===== src/rtl/csc_pkg.sv =====
// ----------------------------------------------------------------------------
// csc_pkg
// Shared types and constants for the command stream credit control block.
// ----------------------------------------------------------------------------
package csc_pkg;

  localparam int unsigned DEF_QUEUE_DEPTH = 16;
  localparam int unsigned DEF_MAX_TEXT    = 120;

  localparam int unsigned ID_W       = 32;
  localparam int unsigned LEN_W      = 7;
  localparam int unsigned TEXT_W     = 8;
  localparam int unsigned LIMIT_W    = 8;
  localparam int unsigned CMD_W      = 2;
  localparam int unsigned CFG_IDX_W  = 1;
  localparam int unsigned CFG_DATA_W = 8;

  localparam logic [LIMIT_W-1:0] LIMIT_RESET = 8'd127;
  localparam logic               LINK_RESET  = 1'b1;

  localparam logic [CFG_IDX_W-1:0] CFG_RECEIVE_LIMIT = 1'b0;
  localparam logic [CFG_IDX_W-1:0] CFG_LINK_ACTIVE   = 1'b1;

  typedef enum logic [CMD_W-1:0] {
    CMD_ISSUE  = 2'd0,
    CMD_OK     = 2'd1,
    CMD_FAULT  = 2'd2,
    CMD_UNUSED = 2'd3
  } cmd_t;

  typedef struct packed {
    logic             accepted;
    logic [ID_W-1:0]  assigned_id;
    logic             queue_full;
    logic             send_valid;
    logic [ID_W-1:0]  send_id;
    logic [LEN_W-1:0] send_length;
    logic             done_valid;
    logic [ID_W-1:0]  done_id;
    logic             done_error;
    logic             stray_reply;
  } result_t;

endpackage


===== src/rtl/csc_len_store.sv =====
// ----------------------------------------------------------------------------
// csc_len_store
// Length store of the command queue: one write port and two registered read
// ports, with write-through forwarding when a read hits the written entry.
// ----------------------------------------------------------------------------
module csc_len_store #(
  parameter int unsigned DEPTH = csc_pkg::DEF_QUEUE_DEPTH
) (
  input  logic                      clk,
  input  logic                      wr_en,
  input  logic [$clog2(DEPTH)-1:0]  wr_addr,
  input  logic [csc_pkg::LEN_W-1:0] wr_data,
  input  logic [$clog2(DEPTH)-1:0]  rd_addr_a,
  input  logic [$clog2(DEPTH)-1:0]  rd_addr_b,
  output logic [csc_pkg::LEN_W-1:0] rd_data_a,
  output logic [csc_pkg::LEN_W-1:0] rd_data_b
);

  logic [csc_pkg::LEN_W-1:0] len_mem_r [DEPTH];
  logic [csc_pkg::LEN_W-1:0] rd_a_r;
  logic [csc_pkg::LEN_W-1:0] rd_b_r;

  always_ff @(posedge clk) begin
    if (wr_en) begin
      len_mem_r[wr_addr] <= wr_data;
    end
  end

  always_ff @(posedge clk) begin
    if (wr_en && (wr_addr == rd_addr_a)) begin
      rd_a_r <= wr_data;
    end else begin
      rd_a_r <= len_mem_r[rd_addr_a];
    end
    if (wr_en && (wr_addr == rd_addr_b)) begin
      rd_b_r <= wr_data;
    end else begin
      rd_b_r <= len_mem_r[rd_addr_b];
    end
  end

  assign rd_data_a = rd_a_r;
  assign rd_data_b = rd_b_r;

endmodule


===== src/rtl/csc_step.sv =====
// ----------------------------------------------------------------------------
// csc_step
// Next-state and result logic for one beat: issue, completion and the single
// send attempt that follows, plus the prefetch addresses for the length store.
// ----------------------------------------------------------------------------
module csc_step #(
  parameter int unsigned DEPTH    = csc_pkg::DEF_QUEUE_DEPTH,
  parameter int unsigned MAX_TEXT = csc_pkg::DEF_MAX_TEXT
) (
  input  logic                          item_valid,
  input  logic [csc_pkg::CMD_W-1:0]     command,
  input  logic [csc_pkg::TEXT_W-1:0]    text_length,
  input  logic [csc_pkg::LIMIT_W-1:0]   receive_limit,
  input  logic                          link_active,
  input  logic [$clog2(DEPTH)-1:0]      head_r,
  input  logic [$clog2(DEPTH+1)-1:0]    entry_r,
  input  logic [$clog2(DEPTH+1)-1:0]    sent_r,
  input  logic [csc_pkg::LIMIT_W-1:0]   outstanding_r,
  input  logic [csc_pkg::ID_W-1:0]      last_id_r,
  input  logic [csc_pkg::LEN_W-1:0]     rd_len_a,
  input  logic [csc_pkg::LEN_W-1:0]     rd_len_b,
  output logic [$clog2(DEPTH)-1:0]      head_nxt,
  output logic [$clog2(DEPTH+1)-1:0]    entry_nxt,
  output logic [$clog2(DEPTH+1)-1:0]    sent_nxt,
  output logic [csc_pkg::LIMIT_W-1:0]   outstanding_nxt,
  output logic [csc_pkg::ID_W-1:0]      last_id_nxt,
  output logic                          wr_en,
  output logic [$clog2(DEPTH)-1:0]      wr_addr,
  output logic [csc_pkg::LEN_W-1:0]     wr_len,
  output logic [$clog2(DEPTH)-1:0]      rd_addr_a,
  output logic [$clog2(DEPTH)-1:0]      rd_addr_b,
  output csc_pkg::result_t              res
);

  localparam int unsigned PTR_W = $clog2(DEPTH);
  localparam int unsigned CNT_W = $clog2(DEPTH + 1);
  localparam int unsigned SUM_W = CNT_W + 1;
  localparam logic [CNT_W-1:0]           DEPTH_CNT = CNT_W'(DEPTH);
  localparam logic [SUM_W-1:0]           DEPTH_SUM = SUM_W'(DEPTH);
  localparam logic [csc_pkg::TEXT_W-1:0] MAX_TXT   = csc_pkg::TEXT_W'(MAX_TEXT);

  function automatic logic [PTR_W-1:0] slot_of(input logic [PTR_W-1:0] base,
                                                input logic [CNT_W-1:0] off);
    logic [SUM_W-1:0] sum;
    sum = SUM_W'(base) + SUM_W'(off);
    if (sum >= DEPTH_SUM) begin
      sum = sum - DEPTH_SUM;
    end
    return sum[PTR_W-1:0];
  endfunction

  csc_pkg::cmd_t                cmd;
  logic [csc_pkg::TEXT_W-1:0]   clamp;
  logic [csc_pkg::LEN_W-1:0]    new_len;
  logic                         try_en;
  logic [csc_pkg::LEN_W-1:0]    cand_len;
  logic [csc_pkg::LIMIT_W:0]    fill_sum;
  logic [CNT_W-1:0]             waiting;

  always_comb begin
    cmd             = csc_pkg::cmd_t'(command);
    clamp           = (text_length > MAX_TXT) ? MAX_TXT : text_length;
    new_len         = clamp[csc_pkg::LEN_W-1:0] + csc_pkg::LEN_W'(1);
    head_nxt        = head_r;
    entry_nxt       = entry_r;
    sent_nxt        = sent_r;
    outstanding_nxt = outstanding_r;
    last_id_nxt     = last_id_r;
    wr_en           = 1'b0;
    wr_addr         = slot_of(head_r, entry_r);
    wr_len          = new_len;
    res             = '0;
    try_en          = 1'b0;
    cand_len        = rd_len_a;

    if (item_valid) begin
      case (cmd)
        csc_pkg::CMD_ISSUE: begin
          if (link_active) begin
            if (entry_r == DEPTH_CNT) begin
              res.queue_full = 1'b1;
            end else begin
              wr_en           = 1'b1;
              entry_nxt       = entry_r + CNT_W'(1);
              last_id_nxt     = last_id_r + csc_pkg::ID_W'(1);
              res.accepted    = 1'b1;
              res.assigned_id = last_id_nxt;
              try_en          = 1'b1;
              cand_len        = (sent_r == entry_r) ? new_len : rd_len_a;
            end
          end
        end
        csc_pkg::CMD_OK, csc_pkg::CMD_FAULT: begin
          if (entry_r == '0) begin
            res.stray_reply = 1'b1;
          end else begin
            res.done_valid = 1'b1;
            res.done_id    = last_id_r - csc_pkg::ID_W'(entry_r) + csc_pkg::ID_W'(1);
            res.done_error = (cmd == csc_pkg::CMD_FAULT);
            if (sent_r != '0) begin
              outstanding_nxt = (outstanding_r >= csc_pkg::LIMIT_W'(rd_len_b)) ?
                                outstanding_r - csc_pkg::LIMIT_W'(rd_len_b) : '0;
              sent_nxt        = sent_r - CNT_W'(1);
            end
            head_nxt  = slot_of(head_r, CNT_W'(1));
            entry_nxt = entry_r - CNT_W'(1);
            try_en    = 1'b1;
            cand_len  = (sent_r != '0) ? rd_len_a : rd_len_b;
          end
        end
        default: begin
        end
      endcase
    end

    fill_sum = {1'b0, outstanding_nxt} + (csc_pkg::LIMIT_W + 1)'(cand_len);
    waiting  = entry_nxt - sent_nxt;
    if (try_en && (sent_nxt < entry_nxt) && (fill_sum <= {1'b0, receive_limit})) begin
      res.send_valid  = 1'b1;
      res.send_length = cand_len;
      res.send_id     = last_id_nxt - csc_pkg::ID_W'(waiting) + csc_pkg::ID_W'(1);
      outstanding_nxt = fill_sum[csc_pkg::LIMIT_W-1:0];
      sent_nxt        = sent_nxt + CNT_W'(1);
    end

    rd_addr_a = slot_of(head_nxt, sent_nxt);
    rd_addr_b = slot_of(head_nxt, (sent_nxt == '0) ? CNT_W'(1) : CNT_W'(0));
  end

endmodule


===== src/rtl/command_stream_credit_control.sv =====
// ----------------------------------------------------------------------------
// command_stream_credit_control
// Character-counting flow control for a command stream to a controller with
// a small receive buffer.
// ----------------------------------------------------------------------------
// The block takes one beat in every cycle and busy stays low. Each beat is
// registered at the input, worked in one cycle of logic and registered at
// the output, so its single result appears with out_strobe two cycles after
// start, for exactly one cycle: the receiver cannot stall it and must take
// it then. Every beat gives a result, including rejected issues and unused
// command codes. The length store prefetches the two entries the next beat
// may need through its two registered read ports, which sets the one-cycle
// step. Configuration writes take effect at once and belong to idle periods.
// ----------------------------------------------------------------------------
module command_stream_credit_control #(
  parameter int unsigned QUEUE_DEPTH = csc_pkg::DEF_QUEUE_DEPTH,
  parameter int unsigned MAX_TEXT    = csc_pkg::DEF_MAX_TEXT
) (
  input  logic                            clk,
  input  logic                            rst_n,
  input  logic                            start,
  output logic                            busy,
  input  logic [csc_pkg::CMD_W-1:0]       in_command,
  input  logic [csc_pkg::TEXT_W-1:0]      in_text_length,
  input  logic                            cfg_we,
  input  logic [csc_pkg::CFG_IDX_W-1:0]   cfg_index,
  input  logic [csc_pkg::CFG_DATA_W-1:0]  cfg_wdata,
  output logic                            out_strobe,
  output logic                            out_accepted,
  output logic [csc_pkg::ID_W-1:0]        out_assigned_id,
  output logic                            out_queue_full,
  output logic                            out_send_valid,
  output logic [csc_pkg::ID_W-1:0]        out_send_id,
  output logic [csc_pkg::LEN_W-1:0]       out_send_length,
  output logic                            out_done_valid,
  output logic [csc_pkg::ID_W-1:0]        out_done_id,
  output logic                            out_done_error,
  output logic                            out_stray_reply
);

  localparam int unsigned PTR_W = $clog2(QUEUE_DEPTH);
  localparam int unsigned CNT_W = $clog2(QUEUE_DEPTH + 1);

  logic                          in_valid_r;
  logic [csc_pkg::CMD_W-1:0]     cmd_r;
  logic [csc_pkg::TEXT_W-1:0]    text_r;

  logic [csc_pkg::LIMIT_W-1:0]   receive_limit_r;
  logic                          link_active_r;

  logic [PTR_W-1:0]              head_r;
  logic [PTR_W-1:0]              head_nxt;
  logic [CNT_W-1:0]              entry_r;
  logic [CNT_W-1:0]              entry_nxt;
  logic [CNT_W-1:0]              sent_r;
  logic [CNT_W-1:0]              sent_nxt;
  logic [csc_pkg::LIMIT_W-1:0]   outstanding_r;
  logic [csc_pkg::LIMIT_W-1:0]   outstanding_nxt;
  logic [csc_pkg::ID_W-1:0]      last_id_r;
  logic [csc_pkg::ID_W-1:0]      last_id_nxt;

  logic                          wr_en;
  logic [PTR_W-1:0]              wr_addr;
  logic [csc_pkg::LEN_W-1:0]     wr_len;
  logic [PTR_W-1:0]              rd_addr_a;
  logic [PTR_W-1:0]              rd_addr_b;
  logic [csc_pkg::LEN_W-1:0]     rd_len_a;
  logic [csc_pkg::LEN_W-1:0]     rd_len_b;

  csc_pkg::result_t              res;
  csc_pkg::result_t              res_r;
  logic                          strobe_r;

  assign busy = 1'b0;

  always_ff @(posedge clk) begin
    if (!rst_n) begin
      in_valid_r <= 1'b0;
    end else begin
      in_valid_r <= start & ~busy;
    end
  end

  always_ff @(posedge clk) begin
    if (start && !busy) begin
      cmd_r  <= in_command;
      text_r <= in_text_length;
    end
  end

  always_ff @(posedge clk) begin
    if (!rst_n) begin
      receive_limit_r <= csc_pkg::LIMIT_RESET;
      link_active_r   <= csc_pkg::LINK_RESET;
    end else if (cfg_we) begin
      case (cfg_index)
        csc_pkg::CFG_RECEIVE_LIMIT: receive_limit_r <= cfg_wdata;
        csc_pkg::CFG_LINK_ACTIVE:   link_active_r   <= cfg_wdata[0];
        default: begin
        end
      endcase
    end
  end

  csc_step #(
    .DEPTH    (QUEUE_DEPTH),
    .MAX_TEXT (MAX_TEXT)
  ) u_step (
    .item_valid      (in_valid_r),
    .command         (cmd_r),
    .text_length     (text_r),
    .receive_limit   (receive_limit_r),
    .link_active     (link_active_r),
    .head_r          (head_r),
    .entry_r         (entry_r),
    .sent_r          (sent_r),
    .outstanding_r   (outstanding_r),
    .last_id_r       (last_id_r),
    .rd_len_a        (rd_len_a),
    .rd_len_b        (rd_len_b),
    .head_nxt        (head_nxt),
    .entry_nxt       (entry_nxt),
    .sent_nxt        (sent_nxt),
    .outstanding_nxt (outstanding_nxt),
    .last_id_nxt     (last_id_nxt),
    .wr_en           (wr_en),
    .wr_addr         (wr_addr),
    .wr_len          (wr_len),
    .rd_addr_a       (rd_addr_a),
    .rd_addr_b       (rd_addr_b),
    .res             (res)
  );

  csc_len_store #(
    .DEPTH (QUEUE_DEPTH)
  ) u_len_store (
    .clk       (clk),
    .wr_en     (wr_en),
    .wr_addr   (wr_addr),
    .wr_data   (wr_len),
    .rd_addr_a (rd_addr_a),
    .rd_addr_b (rd_addr_b),
    .rd_data_a (rd_len_a),
    .rd_data_b (rd_len_b)
  );

  always_ff @(posedge clk) begin
    if (!rst_n) begin
      head_r        <= '0;
      entry_r       <= '0;
      sent_r        <= '0;
      outstanding_r <= '0;
      last_id_r     <= '0;
      strobe_r      <= 1'b0;
    end else begin
      head_r        <= head_nxt;
      entry_r       <= entry_nxt;
      sent_r        <= sent_nxt;
      outstanding_r <= outstanding_nxt;
      last_id_r     <= last_id_nxt;
      strobe_r      <= in_valid_r;
    end
  end

  always_ff @(posedge clk) begin
    if (in_valid_r) begin
      res_r <= res;
    end
  end

  assign out_strobe      = strobe_r;
  assign out_accepted    = res_r.accepted;
  assign out_assigned_id = res_r.assigned_id;
  assign out_queue_full  = res_r.queue_full;
  assign out_send_valid  = res_r.send_valid;
  assign out_send_id     = res_r.send_id;
  assign out_send_length = res_r.send_length;
  assign out_done_valid  = res_r.done_valid;
  assign out_done_id     = res_r.done_id;
  assign out_done_error  = res_r.done_error;
  assign out_stray_reply = res_r.stray_reply;

endmodule

===== config.mk =====
export PLATFORM = sky130hd
export DESIGN_NAME = command_stream_credit_control
export DESIGN_NICKNAME = d
export VERILOG_FILES = /design/src/rtl/csc_pkg.sv /design/src/rtl/csc_len_store.sv /design/src/rtl/csc_step.sv /design/src/rtl/command_stream_credit_control.sv
export SDC_FILE = /design/constraint.sdc
export NUM_CORES = 1
export LEC_CHECK = 0
export ABC_CLOCK_PERIOD_IN_PS = 10550
export BUFFER_PORTS_ARGS = -buffer_cell sky130_fd_sc_hd__buf_2
export CAP_MARGIN = 0
export CORE_MARGIN = 4
export CORE_UTILIZATION = 44
export DETAILED_ROUTE_END_ITERATION = 10
export PLACE_DENSITY = 0.62
export SLEW_MARGIN = 0
export SYNTH_ARGS = -nofsm -noshare
export SYNTH_HDL_FRONTEND = slang
export SYNTH_SLANG_ARGS = --single-unit

===== constraint.sdc =====
create_clock -name clk -period 10.55 [get_ports clk]
set_clock_uncertainty 0.15 [all_clocks]
set_input_delay 0 -clock clk [delete_from_list [all_inputs] [get_ports clk]]
set_output_delay 0 -clock clk [all_outputs]
set_load 0.01 [all_outputs]

==> Flow_metrics.wiki <==
{| class="wikitable"
! Metric !! Value
|-
| Status || complete, no violations
|-
| Die boundary width || 210.9 um
|-
| Area inside the core boundary || about 40,000 sq um
|-
| Detailed Route WL || 45.02 mm
|-
| Number of nets at the end of the flow || about 2,000
|-
| Count of endpoints failing setup in the final report || 0
|-
| Pre-antenna DRT Iters || 5
|-
| Complex-gate fraction of the synthesized area || 9.796%
|-
| Shortest period the worst path allows || 8446 ps
|-
| Number of gates given a new drive strength after cts || 0
|-
| Primary FF master, synth || sky130_fd_sc_hd__edfxtp_1
|-
| Detailed-route wire length per cell || 18.82 um
|-
| Leakage || approximately 0.0085 uW
|-
| Slowest CP cell || sky130_fd_sc_hd__dfxtp_2
|-
| Wire length of the first global-routing pass || 70.91 mm
|-
| Number of synthesized flops with an enable pin || 231
|-
| Fill cell instance count of the final layout || around 3,600
|-
| Vias after detailed routing || around 13,000
|-
| Growth of design area from synthesis to finish || 15.98%
|-
| Mapped Nets || approximately 1,800
|-
| Data required time at the worst endpoint || 10,850 ps
|-
| Cell mode on critical path || sky130_fd_sc_hd__a21oi_1
|-
| Final-report max-slew violation count || 0
|-
| Worst Setup Start Kind || flip-flop
|-
| Initial core utilization || between 40% and 50%
|-
| TritonCTS clock tree || built
|-
| Number of cells traversed by the worst register-to-register path || 31
|-
| Final instance area || 21,010 sq um
|-
| Placement Cell Area || 19,390 sq um
|-
| Worst IR Drop VDD || 0.0001371 V
|-
| RSZ-0062 raised after global routing || no
|-
| Maximum number of buffers from clock root to sink || 3
|-
| Share of synthesized cell area in and, or, nand and nor gates || 13.79%
|-
| CTS Buf Count || 35
|-
| Latest clock arrival within the worst-skew pair || 560 ps
|-
| CP Data Arrival Time || 8740 ps
|-
| Cell taking the most area after synthesis || sky130_fd_sc_hd__edfxtp_1
|-
| Remaining design rule violation count || 0
|-
| Power per cell area || 140.1 nW/um^2
|-
| Actual slew at the worst max-slew pin || 974.8 ps
|-
| Fraction of synthesized cell area in xor and xnor cells || 6.721%
|-
| Number of synthesized register bits || 304
|-
| Antenna violations before repair || 0
|-
| Number of cells traversed by the worst hold path || 5
|-
| Post-Synthesis Mean Instance Area || 11.01 sq um
|-
| Average via count per standard cell || 5.509
|-
| Sum of overflow across all layers after global routing || 0
|-
| Combinational family with the most area after synthesis || simple AND/OR/NAND/NOR gates
|-
| Pin count of the biggest net entering global routing || 65
|-
| All-layer global routing usage || 20.09%
|-
| Area of the mapped netlist || 18,110 sq um
|-
| Number of hold violations in the final report || 0
|-
| CTS sink count || 304
|-
| Count of buffers inserted at the top-level ports || about 130
|-
| Maxcap violations || 0
|-
| Residual antenna-violating net count after detailed routing || 0
|-
| Final cell count without fillers || 2,392
|-
| Vertical extent of the die || between 200 and 250 um
|-
| Clock input transition at the sequential cells of the worst setup and hold paths || 60 ps
|-
| Top cells by area in the synthesized netlist || sky130_fd_sc_hd__edfxtp_1 38%, sky130_fd_sc_hd__ha_1 9.7%, sky130_fd_sc_hd__dfxtp_1 8.1%
|-
| Full die area || 44,470 sq um
|-
| Share of async-settable or async-resettable flops after synthesis || 0%
|-
| Worst hold path endpoint || link_active_r$_SDFFE_PN1P_
|-
| Post-DP HPWL || 32.90 mm
|-
| Vias in the first global route || 12,970
|-
| Layout cell share with drive strength beyond 1 || 15.70%
|-
| Total of warnings raised by yosys || 0
|-
| Number of standard cells after synthesis || 1,645
|-
| Post CTS Setup Buffer Count || 0
|-
| Antenna diodes || 0
|-
| Cts-stage hold buffer count || 49
|-
| Portion of netlist area occupied by mux cells || about 9.3%
|-
| Final weighted congestion in routability-driven placement || 0.8980
|-
| Post-Route Setup TNS || 0 ps
|-
| Adder-cell area share of the yosys netlist || 10.44%
|-
| Number of distinct library cells after synthesis || 75
|-
| Max Fanout on Critical Path || 27
|-
| Final clock period utilization by the worst path || 80.05%
|-
| Rel. slew slack || 34.77%
|-
| Max H-tree Level || 2
|-
| Worst Path Class, Setup || flip-flop to flip-flop
|-
| Area share of the leading cell type in the synthesized netlist || 38.30%
|-
| Critical Path Max Stage Delay || slightly above 600 ps
|-
| Cell chosen for the clock root || sky130_fd_sc_hd__clkbuf_16
|-
| Flop-to-flop setup slack || ~2100 ps
|-
| Std-Cell Rows || 74
|-
| Type of the worst min-delay path || primary input to flip-flop
|-
| Origin of the worst min-delay path || cfg_index
|-
| Sequential-to-total area share from yosys stat || 46.37%
|-
| Placed cell count || 2,280
|-
| Achievable frequency || 118.4 MHz
|-
| Category of the worst setup path capture point || flip-flop
|-
| Number of DRC markers in iteration 0 || between 900 and 1,000
|-
| I/O pins || 134
|}
-- registers in the layout, summed over array words and instances, names as in the netlist, 2 cells and up, named ones only --
name                   cells
cmd_r                      2
head_r                     4
out_assigned_id           32
entry_r                    5
out_send_length            7
receive_limit_r            8
u_len_store.len_mem_r    112
outstanding_r              8
last_id_r                 32
out_send_id               32
sent_r                     5
text_r                     8
out_done_id               32
-- worst max path at each step --
stage | start | end | depth (start not counted)
6_report | flip-flop | flip-flop | 31
5_1_grt | flip-flop | flip-flop | 31
4_1_cts | flip-flop | flip-flop | 31
3_5_place_dp | flip-flop | flip-flop | 31
3_3_place_gp | flip-flop | flip-flop | 31
2_1_floorplan | in_valid_r$_SDFF_PN0_ | flip-flop | 26
-- metrics by stage --
| stage | worst slack [ps] | total power, uW | hold slack [ps] | utilization (%) |
|---|---|---|---|---|
| 2_1_floorplan | 2295 | 1643 | -51.13 | - |
| 3_3_place_gp | 2377 | 1740 | 26.99 | 47.59 |
| 3_5_place_dp | 2135 | 1748 | 28.54 | 47.59 |
| 4_1_cts | 2057 | 2972 | 163.1 | 51.57 |
| 5_1_grt | 1457 | 3065 | 188.9 | 51.57 |
| 6_report | 2104 | 2942 | 188.6 | 51.57 |
-- synthesized netlist by cell type (all sizes together), types with 33 or more instances --
cell / n
nor3: 40
mux4: 63
a21oi: 70
nand2: 106
nor2: 212
dfxtp: 73
nand3: 46
o21ai: 41
xnor2: 97
a21o: 34
edfxtp: 231
xor2: 42
inv: 116
and2: 33
ha: 140
-- layer usage --
layer  GRT usage (%)  vias up  share of wire, %
met4           5.589        0               2.4
met2           33.20      420                47
met3           3.461       76               6.4
li1                -     6351                 -
met1           27.59     6331                44
met5               0        -                 0
-- final cells by class --
cell class	count	area [sq um]	area share [%]
multi-input combinational	1175	9064	43.14
sequential	304	8404	40.01
timing repair buffer	201	1301	6.194
clock buffer	43	915.9	4.360
tap	532	665.6	3.169
inverter	117	441.7	2.102
clock inverter	20	215.2	1.024
-- cell usage in the layout, fill, tap and decap left out, drive strengths merged, types with 7 or more instances in the layout --
cell	n
edfxtp	231
nor2	212
buf	152
ha	140
inv	118
nand2	106
xnor2	97
dfxtp	73
a21oi	70
mux4	63
dlygate4sd3	49
nand3	46
clkbuf	43
xor2	42
o21ai	41
nor3	40
a21o	34
and2	33
nand4	20
mux2i	17
o21a	17
nor2b	15
clkinv	15
o21bai	13
and3	12
o211ai	12
nand2b	11
a211oi	10
or3	9
o22ai	8
a21boi	8
mux2	8
o31ai	7
fa	7
-- power breakdown --
part / internal, uW / total [uW] / switching, uW
sequential: 1320 / 1340 / 23.0
clock: 700 / 1210 / 505
combinational: 179 / 397 / 218
-- worst max-delay path, delay by kind of cell, from the launching register on --
kind	cells	cell delay, ps
and+or+nand+nor	6	1570
DFF	1	620
adders and majority gates	5	1470
xor gates and xnor gates	3	410
muxes	2	1100
buffers and inverters	1	370
AOI/OAI and AO/OA	14	2630
-- cells by family after synthesis --
kind of cell,after synthesis
other,1
AO/OA/AOI/OAI,267
multiplexers,88
buffers and inverters,166
AND/OR/NAND/NOR,533
XOR/XNOR,139
flip-flops,304
adder cells (fa/ha/maj),147
(Power assumes the default switching activity.)
